<file path="config.mk">
export PLATFORM = sky130hd
export DESIGN_NAME = go_to_goal_p_controller
export DESIGN_NICKNAME = d
export VERILOG_FILES = /design/src/hdl/gtg_pkg.sv /design/src/hdl/gtg_cordic.sv /design/src/hdl/gtg_mul.sv /design/src/hdl/go_to_goal_p_controller.sv
export SDC_FILE = /design/constraint.sdc
export NUM_CORES = 2
export LEC_CHECK = 0
export BUFFER_PORTS_ARGS = -buffer_cell sky130_fd_sc_hd__clkbuf_2
export CORE_AREA = 2 2 388 274
export CTS_CLUSTER_DIAMETER = 80
export DETAILED_ROUTE_END_ITERATION = 16
export DIE_AREA = 0 0 390 276
export PLACE_DENSITY_LB_ADDON = 0.08
export SLEW_MARGIN = 10
export SYNTH_ARGS = -nofsm -noshare
export SYNTH_HDL_FRONTEND = slang
export SYNTH_SLANG_ARGS = --single-unit
</file>
<file path="constraint.sdc">
create_clock -name clk -period 10.07 [get_ports clk]
set_clock_uncertainty 0.2 [all_clocks]
set_input_delay 2.014 -clock clk [delete_from_list [all_inputs] [get_ports clk]]
set_output_delay 2.014 -clock clk [all_outputs]
set_load 0.01 [all_outputs]
</file>
<file path="src/hdl/gtg_pkg.sv">
// shared types, constants and the arctangent table for the go-to-goal controller
// no dependencies; imported by every other file in hdl
package gtg_pkg;

	// datapath widths
	localparam int XY_W      = 28;	// cordic x and y, 2^8 scaled position deltas plus growth
	localparam int Z_W       = 25;	// cordic angle, q20 radians
	localparam int E_W       = 26;	// heading error before wrap
	localparam int ATAN_IDX_W = 5;	// table index, 21 nonzero entries
	localparam int MUL_A_W   = 28;
	localparam int MUL_B_W   = 17;
	localparam int MUL_P_W   = MUL_A_W + MUL_B_W;

	// fixed constants
	localparam int PI_Q20       = 3294199;
	localparam int TWO_PI_Q20   = 6588397;
	localparam int INV_GAIN_Q16 = 39797;

	localparam logic [15:0] GAIN_RST  = 16'd4096;
	localparam logic [14:0] DTHR_RST  = 15'd205;
	localparam logic [13:0] ATHR_RST  = 14'd819;

	// register indexes on the configuration port
	localparam logic [1:0] REG_GAIN = 2'd0;
	localparam logic [1:0] REG_DTHR = 2'd1;
	localparam logic [1:0] REG_ATHR = 2'd2;

	typedef enum logic [2:0] {
		ST_IDLE,
		ST_ITER,
		ST_DIST,
		ST_WRAP1,
		ST_WRAP2,
		ST_SCALE,
		ST_DONE
	} gtg_state_t;

	// sequencer controls for the vectoring unit
	typedef struct packed {
		logic                  load;
		logic                  step;
		logic [ATAN_IDX_W-1:0] idx;
	} cordic_ctrl_t;

	// round(atan(2^-i) * 2^20)
	function automatic logic [19:0] atan_q20(input logic [ATAN_IDX_W-1:0] i);
		logic [19:0] r;
		unique case (i)
			5'd0:    r = 20'd823550;
			5'd1:    r = 20'd486170;
			5'd2:    r = 20'd256879;
			5'd3:    r = 20'd130396;
			5'd4:    r = 20'd65451;
			5'd5:    r = 20'd32757;
			5'd6:    r = 20'd16383;
			5'd7:    r = 20'd8192;
			5'd8:    r = 20'd4096;
			5'd9:    r = 20'd2048;
			5'd10:   r = 20'd1024;
			5'd11:   r = 20'd512;
			5'd12:   r = 20'd256;
			5'd13:   r = 20'd128;
			5'd14:   r = 20'd64;
			5'd15:   r = 20'd32;
			5'd16:   r = 20'd16;
			5'd17:   r = 20'd8;
			5'd18:   r = 20'd4;
			5'd19:   r = 20'd2;
			5'd20:   r = 20'd1;
			default: r = 20'd0;
		endcase
		return r;
	endfunction

endpackage

</file>
<file path="src/hdl/gtg_cordic.sv">
// iterative cordic vectoring unit: one micro-rotation per step
// depends on gtg_pkg for widths, the control struct and the arctangent table
module gtg_cordic import gtg_pkg::*; (
	input  logic                   clk,
	input  cordic_ctrl_t           ctrl,
	input  logic signed [16:0]     dx,
	input  logic signed [16:0]     dy,
	output logic signed [XY_W-1:0] x,
	output logic signed [Z_W-1:0]  z
);

	logic signed [XY_W-1:0] x_q, y_q, x0, y0, xs, ys;
	logic signed [Z_W-1:0]  z_q, a;

	// scale by 2^8 on load
	assign x0 = {{(XY_W-25){dx[16]}}, dx, 8'b0};
	assign y0 = {{(XY_W-25){dy[16]}}, dy, 8'b0};

	assign xs = x_q >>> ctrl.idx;
	assign ys = y_q >>> ctrl.idx;
	assign a  = Z_W'(signed'({1'b0, atan_q20(ctrl.idx)}));

	always_ff @(posedge clk) begin
		if (ctrl.load) begin
			// fold the left half-plane onto the right
			if (x0 < 0) begin
				x_q <= -x0;
				y_q <= -y0;
				z_q <= (y0 >= 0) ? Z_W'(PI_Q20) : -Z_W'(PI_Q20);
			end else begin
				x_q <= x0;
				y_q <= y0;
				z_q <= '0;
			end
		end else if (ctrl.step) begin
			if (y_q >= 0) begin
				x_q <= x_q + ys;
				y_q <= y_q - xs;
				z_q <= z_q + a;
			end else begin
				x_q <= x_q - ys;
				y_q <= y_q + xs;
				z_q <= z_q - a;
			end
		end
	end

	assign x = x_q;
	assign z = z_q;

endmodule

</file>
<file path="src/hdl/gtg_mul.sv">
// shared signed multiplier with registered product
// depends on gtg_pkg for operand widths
module gtg_mul import gtg_pkg::*; (
	input  logic                      clk,
	input  logic                      en,
	input  logic signed [MUL_A_W-1:0] a,
	input  logic signed [MUL_B_W-1:0] b,
	output logic signed [MUL_P_W-1:0] p
);

	logic signed [MUL_P_W-1:0] p_q;

	always_ff @(posedge clk) begin
		if (en) begin
			p_q <= MUL_P_W'(a) * MUL_P_W'(b);
		end
	end

	assign p = p_q;

endmodule

</file>
<file path="src/hdl/go_to_goal_p_controller.sv">
// go-to-goal proportional controller, top level with sequencer and output register
// depends on gtg_pkg, gtg_cordic and gtg_mul
//
// usage
//   input channel (in_valid / in_stall): one beat carries command, pos_x, pos_y, heading.
//   command 0 overwrites the own pose in the beat's cycle and gives no result.
//   command 1 is a target pose and gives exactly one output beat
//   (linear_speed, angular_rate) on the out_valid / out_stall channel.
//   sequence: after a target beat is taken, the sequencer steps through ITER (the
//   cordic steps), DIST (distance product), WRAP1 and WRAP2, SCALE (gain product)
//   and DONE, where the result is loaded into the output register; only then can the
//   block take the next beat. the single cordic rotation stage does one micro-rotation
//   a cycle, and the shared multiplier is used once for the distance and once for the gain.
//   own pose beats are taken one per cycle, back to back, while the block is idle.
//   in_stall is high while a target beat is in work; a result waiting in the
//   output register does not hold off the next input beat. if the receiver
//   still stalls when the next result is ready, the sequencer waits in its
//   last state until the output register frees.
//   reset clears the pose to zero, loads gain 1.0, distance threshold 205 and
//   angle threshold 819, and drops any pending output beat.
//   configuration writes (cfg_write_en, cfg_index, cfg_data) take effect on the
//   next edge; they belong in idle periods only.
module go_to_goal_p_controller import gtg_pkg::*; #(
	parameter int CORDIC_STEPS = 16
) (
	input  logic               clk,
	input  logic               arst_n,
	// configuration
	input  logic               cfg_write_en,
	input  logic [1:0]         cfg_index,
	input  logic [15:0]        cfg_data,
	// input beat
	input  logic               in_valid,
	output logic               in_stall,
	input  logic               command,
	input  logic signed [15:0] pos_x,
	input  logic signed [15:0] pos_y,
	input  logic signed [14:0] heading,
	// output beat
	output logic               out_valid,
	input  logic               out_stall,
	output logic signed [15:0] linear_speed,
	output logic signed [15:0] angular_rate
);

	localparam int STEP_W = $clog2(CORDIC_STEPS);
	localparam logic [STEP_W-1:0] LAST_STEP = STEP_W'(CORDIC_STEPS - 1);

	localparam logic signed [E_W-1:0] PI_E     = E_W'(PI_Q20);
	localparam logic signed [E_W-1:0] TWO_PI_E = E_W'(TWO_PI_Q20);

	gtg_state_t state_q, state_nx;

	// configuration and pose registers
	logic [15:0]        gain_q;
	logic [14:0]        dthr_q;
	logic [13:0]        athr_q;
	logic signed [15:0] own_x_q, own_y_q, own_heading_q;

	logic [STEP_W-1:0]  step_q;
	logic               in_acc, out_free;

	// sequencer outputs
	cordic_ctrl_t       cctl;
	logic               mul_en, mul_sel_gain, e_load, wrap_en, scale_en, out_load;

	// datapath
	logic signed [16:0]        dx, dy;
	logic signed [XY_W-1:0]    cx;
	logic signed [Z_W-1:0]     cz;
	logic signed [E_W-1:0]     e_q, e_new, e_rnd;
	logic signed [17:0]        e12, e_mag;
	logic signed [MUL_P_W-1:0] prod, prod_dist, prod_out;
	logic signed [20:0]        dist_q11;
	logic                      far, turn;
	logic                      turn_q, drive_q;
	logic signed [MUL_A_W-1:0] v_q_in, mul_a;
	logic signed [MUL_B_W-1:0] mul_b;
	logic signed [32:0]        res;
	logic signed [15:0]        res_sat;

	logic                      out_valid_q;
	logic signed [15:0]        lin_q, ang_q;

	assign in_acc   = in_valid && !in_stall;
	assign out_free = !out_valid_q || !out_stall;

	// next state
	always_comb begin
		state_nx = state_q;
		unique case (state_q)
			ST_IDLE:  if (in_acc && command) state_nx = ST_ITER;
			ST_ITER:  if (step_q == LAST_STEP) state_nx = ST_DIST;
			ST_DIST:  state_nx = ST_WRAP1;
			ST_WRAP1: state_nx = ST_WRAP2;
			ST_WRAP2: state_nx = ST_SCALE;
			ST_SCALE: state_nx = ST_DONE;
			ST_DONE:  if (out_free) state_nx = ST_IDLE;
			default:  state_nx = ST_IDLE;
		endcase
	end

	// sequencer outputs
	always_comb begin
		in_stall     = 1'b1;
		cctl.load    = 1'b0;
		cctl.step    = 1'b0;
		cctl.idx     = ATAN_IDX_W'(step_q);
		mul_en       = 1'b0;
		mul_sel_gain = 1'b0;
		e_load       = 1'b0;
		wrap_en      = 1'b0;
		scale_en     = 1'b0;
		out_load     = 1'b0;
		unique case (state_q)
			ST_IDLE: begin
				// never stalled in idle, so a valid beat is taken here
				in_stall  = 1'b0;
				cctl.load = in_valid && command;
			end
			ST_ITER:  cctl.step = 1'b1;
			ST_DIST: begin
				mul_en = 1'b1;
				e_load = 1'b1;
			end
			ST_WRAP1, ST_WRAP2: wrap_en = 1'b1;
			ST_SCALE: begin
				mul_en       = 1'b1;
				mul_sel_gain = 1'b1;
				scale_en     = 1'b1;
			end
			ST_DONE:  out_load = out_free;
			default: ;
		endcase
	end

	always_ff @(posedge clk or negedge arst_n) begin
		if (!arst_n) begin
			state_q <= ST_IDLE;
			step_q  <= '0;
		end else begin
			state_q <= state_nx;
			if (cctl.step) begin
				step_q <= (step_q == LAST_STEP) ? '0 : step_q + 1'b1;
			end else if (cctl.load) begin
				step_q <= '0;
			end
		end
	end

	// configuration registers, high bits of cfg_data dropped for narrow ones
	always_ff @(posedge clk or negedge arst_n) begin
		if (!arst_n) begin
			gain_q <= GAIN_RST;
			dthr_q <= DTHR_RST;
			athr_q <= ATHR_RST;
		end else if (cfg_write_en) begin
			unique case (cfg_index)
				REG_GAIN: gain_q <= cfg_data;
				REG_DTHR: dthr_q <= cfg_data[14:0];
				REG_ATHR: athr_q <= cfg_data[13:0];
				default: ;
			endcase
		end
	end

	// own pose, overwritten by command 0 beats
	always_ff @(posedge clk or negedge arst_n) begin
		if (!arst_n) begin
			own_x_q       <= '0;
			own_y_q       <= '0;
			own_heading_q <= '0;
		end else if (in_acc && !command) begin
			own_x_q       <= pos_x;
			own_y_q       <= pos_y;
			own_heading_q <= {heading[14], heading};
		end
	end

	// exact 17 bit deltas to the target
	assign dx = {pos_x[15], pos_x} - {own_x_q[15], own_x_q};
	assign dy = {pos_y[15], pos_y} - {own_y_q[15], own_y_q};

	gtg_cordic u_cordic (
		.clk  (clk),
		.ctrl (cctl),
		.dx   (dx),
		.dy   (dy),
		.x    (cx),
		.z    (cz)
	);

	// shared multiplier: distance scaling first, then the gain
	assign mul_a = mul_sel_gain ? v_q_in : cx;
	assign mul_b = mul_sel_gain ? MUL_B_W'(signed'({1'b0, gain_q}))
	                            : MUL_B_W'(INV_GAIN_Q16);

	gtg_mul u_mul (
		.clk (clk),
		.en  (mul_en),
		.a   (mul_a),
		.b   (mul_b),
		.p   (prod)
	);

	// heading error in q20, then one wrap correction per pass
	assign e_new = E_W'(cz) - {{2{own_heading_q[15]}}, own_heading_q, 8'b0};

	always_ff @(posedge clk) begin
		if (e_load) begin
			e_q <= e_new;
		end else if (wrap_en) begin
			if (e_q > PI_E) begin
				e_q <= e_q - TWO_PI_E;
			end else if (e_q < -PI_E) begin
				e_q <= e_q + TWO_PI_E;
			end
		end
	end

	// round q20 error to q12
	assign e_rnd = e_q + E_W'(128);
	assign e12   = e_rnd[E_W-1:8];
	assign e_mag = e12[17] ? -e12 : e12;

	// distance in q10.11 from the scaled cordic magnitude
	assign prod_dist = prod + MUL_P_W'(64'sd8388608);
	assign dist_q11  = prod_dist[MUL_P_W-1:24];

	assign far  = dist_q11 > signed'({6'b0, dthr_q});
	assign turn = e_mag > signed'({4'b0, athr_q});

	// operand for the gain product: error when turning, distance when driving, zero when near
	always_comb begin
		if (far && turn) begin
			v_q_in = MUL_A_W'(e12);
		end else if (far) begin
			v_q_in = MUL_A_W'(dist_q11);
		end else begin
			v_q_in = '0;
		end
	end

	always_ff @(posedge clk) begin
		if (scale_en) begin
			turn_q  <= far && turn;
			drive_q <= far && !turn;
		end
	end

	// round the q12 gain and saturate to 16 bits
	assign prod_out = prod + MUL_P_W'(2048);
	assign res      = prod_out[MUL_P_W-1:12];

	always_comb begin
		if (res > 33'sd32767) begin
			res_sat = 16'sh7fff;
		end else if (res < -33'sd32768) begin
			res_sat = 16'sh8000;
		end else begin
			res_sat = res[15:0];
		end
	end

	// output register, frees the sequencer from the receiver
	always_ff @(posedge clk or negedge arst_n) begin
		if (!arst_n) begin
			out_valid_q <= 1'b0;
		end else if (out_load) begin
			out_valid_q <= 1'b1;
		end else if (!out_stall) begin
			out_valid_q <= 1'b0;
		end
	end

	always_ff @(posedge clk) begin
		if (out_load) begin
			lin_q <= drive_q ? res_sat : '0;
			ang_q <= turn_q  ? res_sat : '0;
		end
	end

	assign out_valid    = out_valid_q;
	assign linear_speed = lin_q;
	assign angular_rate = ang_q;

endmodule

</file>
Word level (Yosys, flattened, before mapping)
Memories as Yosys holds them, arrays and structs flattened.
Cells that the tools add are included.
{"block": "word_totals", "rom_bits": 640, "n_memories": 1, "output_inout_bits": 34, "word_cells": 126, "ff_bits": 286}
{"name": "(name not given)", "depth": 32, "word_bits": 20, "read_ports": 1, "rd_ports_with_merged_regs": 0, "wr": 0, "line": "gtg_pkg.sv:48", "text": "unique case (i)"}
{"block": "op_classes", "eq_ne": 13, "n_mux": 41, "n_mul": 1, "magnitude_cmp": 9, "shift": 2, "add_sub_neg": 18, "n_reduce_logical": 23}
{"cell": "$mux W28", "count": 11}
{"cell": "$mux W25", "count": 5}
{"cell": "$mux W26", "count": 4}
{"cell": "$add A28 B28 Y28", "count": 2}
{"cell": "$neg A25 Y28", "count": 2}
{"cell": "$sshr A28 B4 Y28", "count": 2}
{"cell": "$sub A28 B28 Y28", "count": 2}
{"cell": "$mux W16", "count": 3}
{"cell": "$add A45 B13 Y45 const B", "count": 1}
{"cell": "$add A45 B25 Y45 const B", "count": 1}
{"cell": "$mul A28 B17 Y45", "count": 1}
{"cell": "$sub A16 B16 Y17", "count": 2}
{"cell": "$gt A33 B16 Y1 const B", "count": 1}
{"cell": "$lt A33 B16 Y1 const B", "count": 1}
{"cell": "$ge A28 B1 Y1 const B", "count": 1}
{"cell": "$add A26 B24 Y26 const B", "count": 1}
{"cell": "$add A26 B9 Y26 const B", "count": 1}
{"cell": "$gt A26 B23 Y1 const B", "count": 1}
{"cell": "$lt A26 B23 Y1 const B", "count": 1}
{"cell": "$sub A25 B23 Y26", "count": 1}
{"cell": "$sub A26 B24 Y26 const B", "count": 1}
{"cell": "$add A25 B21 Y25", "count": 1}
{"cell": "$ge A25 B1 Y1 const B", "count": 1}
{"cell": "$lt A25 B1 Y1 const B", "count": 1}
{"cell": "other kinds (28)", "count": 59}

Depth between registers and ports, before layout
{"block": "logic_depth", "ltp_word": 8, "mapped_depth": 43}

Hierarchy
From an unflattened synthesis, not the netlist that was laid out.
{"block": "hier_totals", "cells_unflattened": 4996, "hier_area_um2": 45139.5}
{"module": "gtg_mul", "cells_per_inst": 1927, "n_inst": 1, "area_each_um2": 18103.6}
{"module": "gtg_cordic", "cells_per_inst": 1606, "n_inst": 1, "area_each_um2": 13621.8}
{"module": "go_to_goal_p_controller", "cells_per_inst": 1463, "n_inst": 1, "area_each_um2": 13414.1}

Least setup slack after synthesis
No wires, ideal clock.
{"block": "synth_timing", "kind": "flip-flop to flip-flop", "from": "register e_q[8]", "to": "register u_mul.p_q[44], in the netlist u_mul.p[44], data pin", "period_less_slack_ps": 10846, "path_stages_with_launch": 41, "path_buffers": 1, "slack_ps": -776, "setup_ps": 266, "arrival_time_ps": 10380, "t_required_ps": 9604, "path_cell_list": "edfxtp_1 > ha_1 > and2_1 > nand3_1 > nor2_1 > xor2_1 > nand2_1 > xor2_1 > ha_1 > a21o_1 > a21o_1 > a21oi_1 > o211ai_1 > a221oi_1 > o211ai_1 > o22ai_2 > buf_2 > mux2_2 > (+5 left out) > inv_1 > fa_1 > inv_1 > fa_1 > fa_1 > inv_1 > fa_1 > inv_1 > ha_1 > a211o_1 > nand2b_1 > a2111oi_0 > o21bai_1 > o41a_1 > o21ai_0 > o21ai_0 > o41ai_1 > xnor2_1"}
{"block": "synth_between", "elab_chain_cells": 8}
{"item": "from (decl)", "line": "go_to_goal_p_controller.sv:71", "text": "logic signed [E_W-1:0] e_q, e_new, e_rnd;"}
{"item": "from (signal assigned)", "line": "go_to_goal_p_controller.sv:211", "text": "e_q <= e_new;"}
{"item": "from (signal assigned)", "line": "go_to_goal_p_controller.sv:214", "text": "e_q <= e_q - TWO_PI_E;"}
{"item": "from (signal assigned)", "line": "go_to_goal_p_controller.sv:216", "text": "e_q <= e_q + TWO_PI_E;"}
{"item": "$add A26 B9 Y26 (*)", "line": "go_to_goal_p_controller.sv:222", "text": "assign e_rnd = e_q + E_W'(128);"}
{"item": "$neg A18 Y18", "line": "go_to_goal_p_controller.sv:224", "text": "assign e_mag = e12[17] ? -e12 : e12;"}
{"item": "$mux W18", "line": "go_to_goal_p_controller.sv:224"}
{"item": "$gt A18 B15 Y1", "line": "go_to_goal_p_controller.sv:231", "text": "assign turn = e_mag > signed'({4'b0, athr_q});"}
{"item": "$logic_and A1 B1 Y1", "line": "go_to_goal_p_controller.sv:235", "text": "if (far && turn) begin"}
{"item": "$mux W28 (*)", "line": "go_to_goal_p_controller.sv:235"}
{"item": "$mux W28 (*)", "line": "go_to_goal_p_controller.sv:194", "text": "assign mul_a = mul_sel_gain ? v_q_in : cx;"}
{"item": "$mul A28 B17 Y45 (*)", "line": "gtg_mul.sv:15", "text": "p_q <= MUL_P_W'(a) * MUL_P_W'(b);"}
{"item": "to (signal assigned)", "line": "gtg_mul.sv:15"}
{"item": "to (decl)", "line": "gtg_mul.sv:11", "text": "logic signed [MUL_P_W-1:0] p_q;"}
Mark *: on every way between the ends. The rest lies on a longest branch, timed or not.
A chain may end at the register's enable or synchronous reset.

Worst setup path after layout
{"block": "layout_timing", "from": "register u_mul.p_q[23], in the netlist u_mul.p[23]", "to": "register u_mul.p_q[33], in the netlist u_mul.p[33], data pin"}
{"block": "layout_between", "elab_chain_cells": 6, "elab_cells_between_ends": 7, "cone_classes": "1 x add/sub; 1 x mul; 1 x order compare; 3 x mux; 1 x reduce/logical"}
{"item": "$add A45 B25 Y45 (*)", "line": "go_to_goal_p_controller.sv:227", "text": "assign prod_dist = prod + MUL_P_W'(64'sd8388608);"}
{"item": "$gt A21 B16 Y1", "line": "go_to_goal_p_controller.sv:230", "text": "assign far = dist_q11 > signed'({6'b0, dthr_q});"}
{"item": "$mux W28 / $logic_and A1 B1 Y1 (equally long branches)", "line": "go_to_goal_p_controller.sv:237, go_to_goal_p_controller.sv:235"}
{"item": "$mux W28 (*)", "line": "go_to_goal_p_controller.sv:235"}
{"item": "$mux W28 (*)", "line": "go_to_goal_p_controller.sv:194"}
{"item": "$mul A28 B17 Y45 (*)", "line": "gtg_mul.sv:15"}
Marks and branches as above.

==> metrics.txt <==
# TYPE chip_impl_metric gauge
chip_impl_metric{name="path_max_fanout",unit=""} 26
chip_impl_metric{name="drc_errors",unit=""} 0
chip_impl_info{name="crit_path_top_delay_cell",value="sky130_fd_sc_hd__fa_1"} 1
chip_impl_metric{name="ant_nets",unit=""} 0
chip_impl_metric{name="placement_rows",unit=""} 99
chip_impl_info{name="timing.setup.critical_path_class",value="register to register"} 1
chip_impl_info{name="failed_checks",value="setup timing"} 1
chip_impl_info{name="grt_setup_unrepaired",value="yes"} 1
chip_impl_metric{name="synth_area_per_cell",unit="sq um"} 8.977
chip_impl_metric{name="grt_start_max_net_pins",unit=""} 75
chip_impl_metric{name="drt_iter0_drc",unit=""} 3253
chip_impl_metric{name="first_pass_grt_wire_length",unit="um"} 218300
chip_impl_metric{name="syn-instance-count",unit=""} 4600
chip_impl_metric{name="worst_setup_hold_path_clk_slew",unit="ns"} 0.07
chip_impl_metric{name="relSlewSlack",unit="%"} 24.48
chip_impl_metric{name="async_flop_share",unit="%"} 36.36
chip_impl_metric{name="tightestPinTransition",unit="ns"} 1.104
chip_impl_metric{name="vias",unit=""} 35060
chip_impl_metric{name="h-tree-depth",unit=""} 2
chip_impl_metric{name="share_of_layout_cells_above_drive_strength_1",unit="%"} 20.91
chip_impl_metric{name="detail_route.vias_per_cell",unit=""} 5.422
chip_impl_metric{name="postCtsHoldBufs",unit=""} 0
chip_impl_metric{name="timing.final.max_slew_violations",unit=""} 0
chip_impl_metric{name="crit_path_max_incr_delay",unit="ns"} 0.52
chip_impl_metric{name="gp_routability_congestion",unit=""} 1.001
chip_impl_metric{name="post-route-worst-setup-slack",unit="ns"} -0.1494
chip_impl_metric{name="grt_remaining_overflow",unit=""} 0
chip_impl_metric{name="post_dp_hpwl",unit="um"} 118300
chip_impl_metric{name="max_freq",unit="MHz"} 97.85
chip_impl_metric{name="final-setup-viol-count",unit=""} 9
chip_impl_metric{name="worstPathRequired",unit="ns"} 10.20
chip_impl_metric{name="number_of_antenna_violations_at_the_first_check_in_global_routing",unit=""} 3
chip_impl_metric{name="drv.max_cap_violation_count",unit=""} 0
chip_impl_metric{name="ys_seq_elements",unit=""} 275
chip_impl_metric{name="timing.final.crit_period",unit="ns"} 10.22
chip_impl_info{name="worst_hold_path_type",value="register to register"} 1
chip_impl_metric{name="total_length_of_routed_wires",unit="um"} 142800
chip_impl_metric{name="final.hold.worst_slack",unit="ns"} 0.3079
chip_impl_metric{name="synth.yosys.warnings",unit=""} 0
chip_impl_metric{name="placeableCoreArea",unit="sq mm"} 0.1038
chip_impl_info{name="cts_tree",value="built"} 1
chip_impl_info{name="clock-root-buffer",value="sky130_fd_sc_hd__clkbuf_16"} 1
chip_impl_metric{name="cts_made_buffers",unit=""} 36
chip_impl_metric{name="wire_per_inst",unit="um"} 22.08
chip_impl_metric{name="min_period_over_period",unit="%"} 101.5
chip_impl_info{name="start_kind",value="register"} 1
chip_impl_info{name="worstSetupEndpointType",value="register"} 1
chip_impl_metric{name="worst_skew_pair.late_latency",unit="ns"} 0.59
chip_impl_metric{name="ys_types",unit=""} 93
chip_impl_metric{name="pin_count",unit=""} 105
chip_impl_info{name="critPathMostFrequentCell",value="sky130_fd_sc_hd__fa_1"} 1
chip_impl_metric{name="dpl-instance-area",unit="sq mm"} 0.04669
chip_impl_info{name="cp_top_family",value="adder cells"} 1
chip_impl_metric{name="syn-cell-area",unit="sq mm"} 0.04129
chip_impl_metric{name="layout_overhead_on_the_synthesized_area",unit="%"} 18.94
chip_impl_metric{name="synth_enable_flop_cells",unit=""} 175
chip_impl_metric{name="tritoncts_num_sinks",unit=""} 275
chip_impl_metric{name="synth.yosys.seq_area_share",unit="%"} 18.82
chip_impl_metric{name="critical_path.n_buffers_inverters",unit=""} 10
chip_impl_metric{name="floorplan.die.width",unit="um"} 390
chip_impl_metric{name="worst_ep_arrival_time",unit="ns"} 10.35
chip_impl_metric{name="postLayoutCellArea",unit="sq mm"} 0.04911
chip_impl_metric{name="nets_in_the_synthesized_netlist",unit=""} 5413
chip_impl_metric{name="cts_buffer_depth",unit=""} 3
chip_impl_metric{name="initial_utilization",unit="%"} 39.78
chip_impl_metric{name="detailed_router_iteration_count_before_antenna_repair",unit=""} 6
chip_impl_info{name="run_status",value="complete, but fails checks"} 1
chip_impl_metric{name="final_nets",unit=""} 5888
chip_impl_metric{name="grt_use_total",unit="%"} 26.58
chip_impl_metric{name="timing.final.hold_violations",unit=""} 0
chip_impl_metric{name="chip_height",unit="um"} 276
chip_impl_info{name="post_synth_top_flop",value="sky130_fd_sc_hd__edfxtp_1"} 1
chip_impl_metric{name="portBuffers",unit=""} 104
chip_impl_metric{name="floorplan.die_area",unit="sq mm"} 0.1076
chip_impl_metric{name="grt_pass1_vias",unit=""} 34350
==> placed cells by master (no fill, tap or decap), types with 65 or more instances in the layout <==
master                     Yosys  final
sky130_fd_sc_hd__inv_1       653    635
sky130_fd_sc_hd__nor2_1      353    327
sky130_fd_sc_hd__ha_1        304    293
sky130_fd_sc_hd__o21ai_0     315    285
sky130_fd_sc_hd__edfxtp_1    175    175
sky130_fd_sc_hd__buf_4         7    483
sky130_fd_sc_hd__xnor2_1     181    175
sky130_fd_sc_hd__dfrtp_1      88     84
sky130_fd_sc_hd__fa_1        438    422
sky130_fd_sc_hd__clkbuf_2      0    105
sky130_fd_sc_hd__xor2_1      139    134
sky130_fd_sc_hd__nand3_1      74     69
sky130_fd_sc_hd__mux2_2       80     73
sky130_fd_sc_hd__nand2_1     398    391
sky130_fd_sc_hd__a21oi_1     251    235
sky130_fd_sc_hd__a21o_1       65     65
==> what timing repair did <==
action | in CTS | in global routing
endpoints found under the setup margin | 21 | 27
resized for setup | 95 | 136
pin swaps | 49 | 74
buffers inserted | 31 | 23
==> cell usage after synthesis, types with 32 or more instances <==
library cell / instances / area [sq um]
sky130_fd_sc_hd__and3_1: 47 / 294.0
sky130_fd_sc_hd__ha_1: 304 / 3804
sky130_fd_sc_hd__nand2b_1: 46 / 287.8
sky130_fd_sc_hd__nand3_1: 74 / 370.4
sky130_fd_sc_hd__nor2b_1: 60 / 375.4
sky130_fd_sc_hd__dfrtp_1: 88 / 2202
sky130_fd_sc_hd__a21oi_1: 251 / 1256
sky130_fd_sc_hd__xnor2_1: 181 / 1585
sky130_fd_sc_hd__a211oi_1: 32 / 240.2
sky130_fd_sc_hd__xor2_1: 139 / 1217
sky130_fd_sc_hd__edfxtp_1: 175 / 5255
sky130_fd_sc_hd__a31oi_1: 42 / 262.8
sky130_fd_sc_hd__o21ai_0: 315 / 1577
sky130_fd_sc_hd__inv_1: 653 / 2451
sky130_fd_sc_hd__mux2i_1: 69 / 690.7
sky130_fd_sc_hd__a21o_1: 65 / 488.0
sky130_fd_sc_hd__mux4_2: 57 / 1284
sky130_fd_sc_hd__nor3_1: 67 / 335.3
sky130_fd_sc_hd__nor2_1: 353 / 1325
sky130_fd_sc_hd__fa_1: 438 / 8768
sky130_fd_sc_hd__and2_1: 54 / 337.8
sky130_fd_sc_hd__mux2_2: 80 / 900.9
sky130_fd_sc_hd__nand2_1: 398 / 1494
sky130_fd_sc_hd__clkbuf_1: 116 / 435.4
sky130_fd_sc_hd__o21a_1: 54 / 405.4
==> routing by layer <==
layer | track usage [%] | routed length [um] | vias to the layer above
met3 | 5.689 | 12930 | 123
met2 | 35.43 | 54700 | 1152
met5 | 0 | 0 | -
met4 | 4.247 | 2537 | 0
met1 | 43.44 | 72630 | 17210
li1 | - | - | 16570
==> per-stage QoR <==
step / utilization, % / TNS, ns / setup WS [ns] / cells
3_3_place_gp: 44.98 / -5.996 / -0.5231 / 6354
5_1_grt: 47.31 / -7.119 / -0.5657 / 6465
2_1_floorplan: - / 0 / 0.01046 / 4600
6_report: 47.31 / -0.5409 / -0.1494 / 6466
3_5_place_dp: 44.98 / -8.074 / -0.6449 / 6354
4_1_cts: 46.73 / -0.7749 / -0.1902 / 6448
==> final cells by class <==
class                   count  area, sq um
inverters                 657         2467
diodes                      1        2.502
clock inverters            19        259.0
repair buffers            620         4662
flip-flops and latches    275         7780
clock buffers              46        991.0
well taps                1363         1705
fillers                 10120        54690
multi-input cells        3485        31250
==> worst register-to-register path, delay by kind of cell (launching register included) <==
| family | cells | cell delay, ns |
|---|---|---|
| buffers and inverters | 10 | 1.39 |
| AOI/OAI and AO/OA | 12 | 2.49 |
| DFF | 1 | 0.49 |
| xor gates and xnor gates | 1 | 0.17 |
| and+or+nand+nor | 8 | 1.52 |
| adders and majority gates | 9 | 3.72 |
==> registers in the layout, summed over array words and instances, names as in the netlist <==
register / cells
state_q: 3
out_valid: 1
dthr_q: 15
own_heading_q: 15
u_mul.p: 34
own_y_q: 16
turn_q: 1
u_cordic.z: 25
athr_q: 14
gain_q: 16
linear_speed: 16
angular_rate: 16
u_cordic.y_q: 28
u_cordic.x: 28
step_q: 4
e_q: 26
own_x_q: 16
drive_q: 1
==> final timing paths <==
path | start | end | slack (ns) | cells after the start
worst max-delay path | u_mul.p[23] | u_mul.p[33] | -0.15 | 40
worst min-delay path | dthr_q[10] | dthr_q[10] | 0.31 | 1
worst max register to register | u_mul.p[23] | u_mul.p[33] | -0.15 | 40
worst min register to register | dthr_q[10] | dthr_q[10] | 0.31 | 1
max in group asynchronous | arst_n | gain_q[11] | 7.02 | 2
min in group asynchronous | arst_n | own_x_q[5] | 1.26 | 1
==> kinds of logic (layout without fill, tap and decap cells) <==
kind of cell	Yosys count	count (layout)	synth area share, %
and+or+nand+nor	1233	1233	14.03
adders and majority gates	742	742	30.45
other	0	1	0
muxes	211	211	7.281
DFF	275	275	18.82
buffers and inverters	840	1342	7.857
AOI/OAI and AO/OA	979	979	14.78
xor gates and xnor gates	320	320	6.787
Power is not shown: default switching activity piles up to over one toggle a cycle in this logic, so the estimate is an artifact.
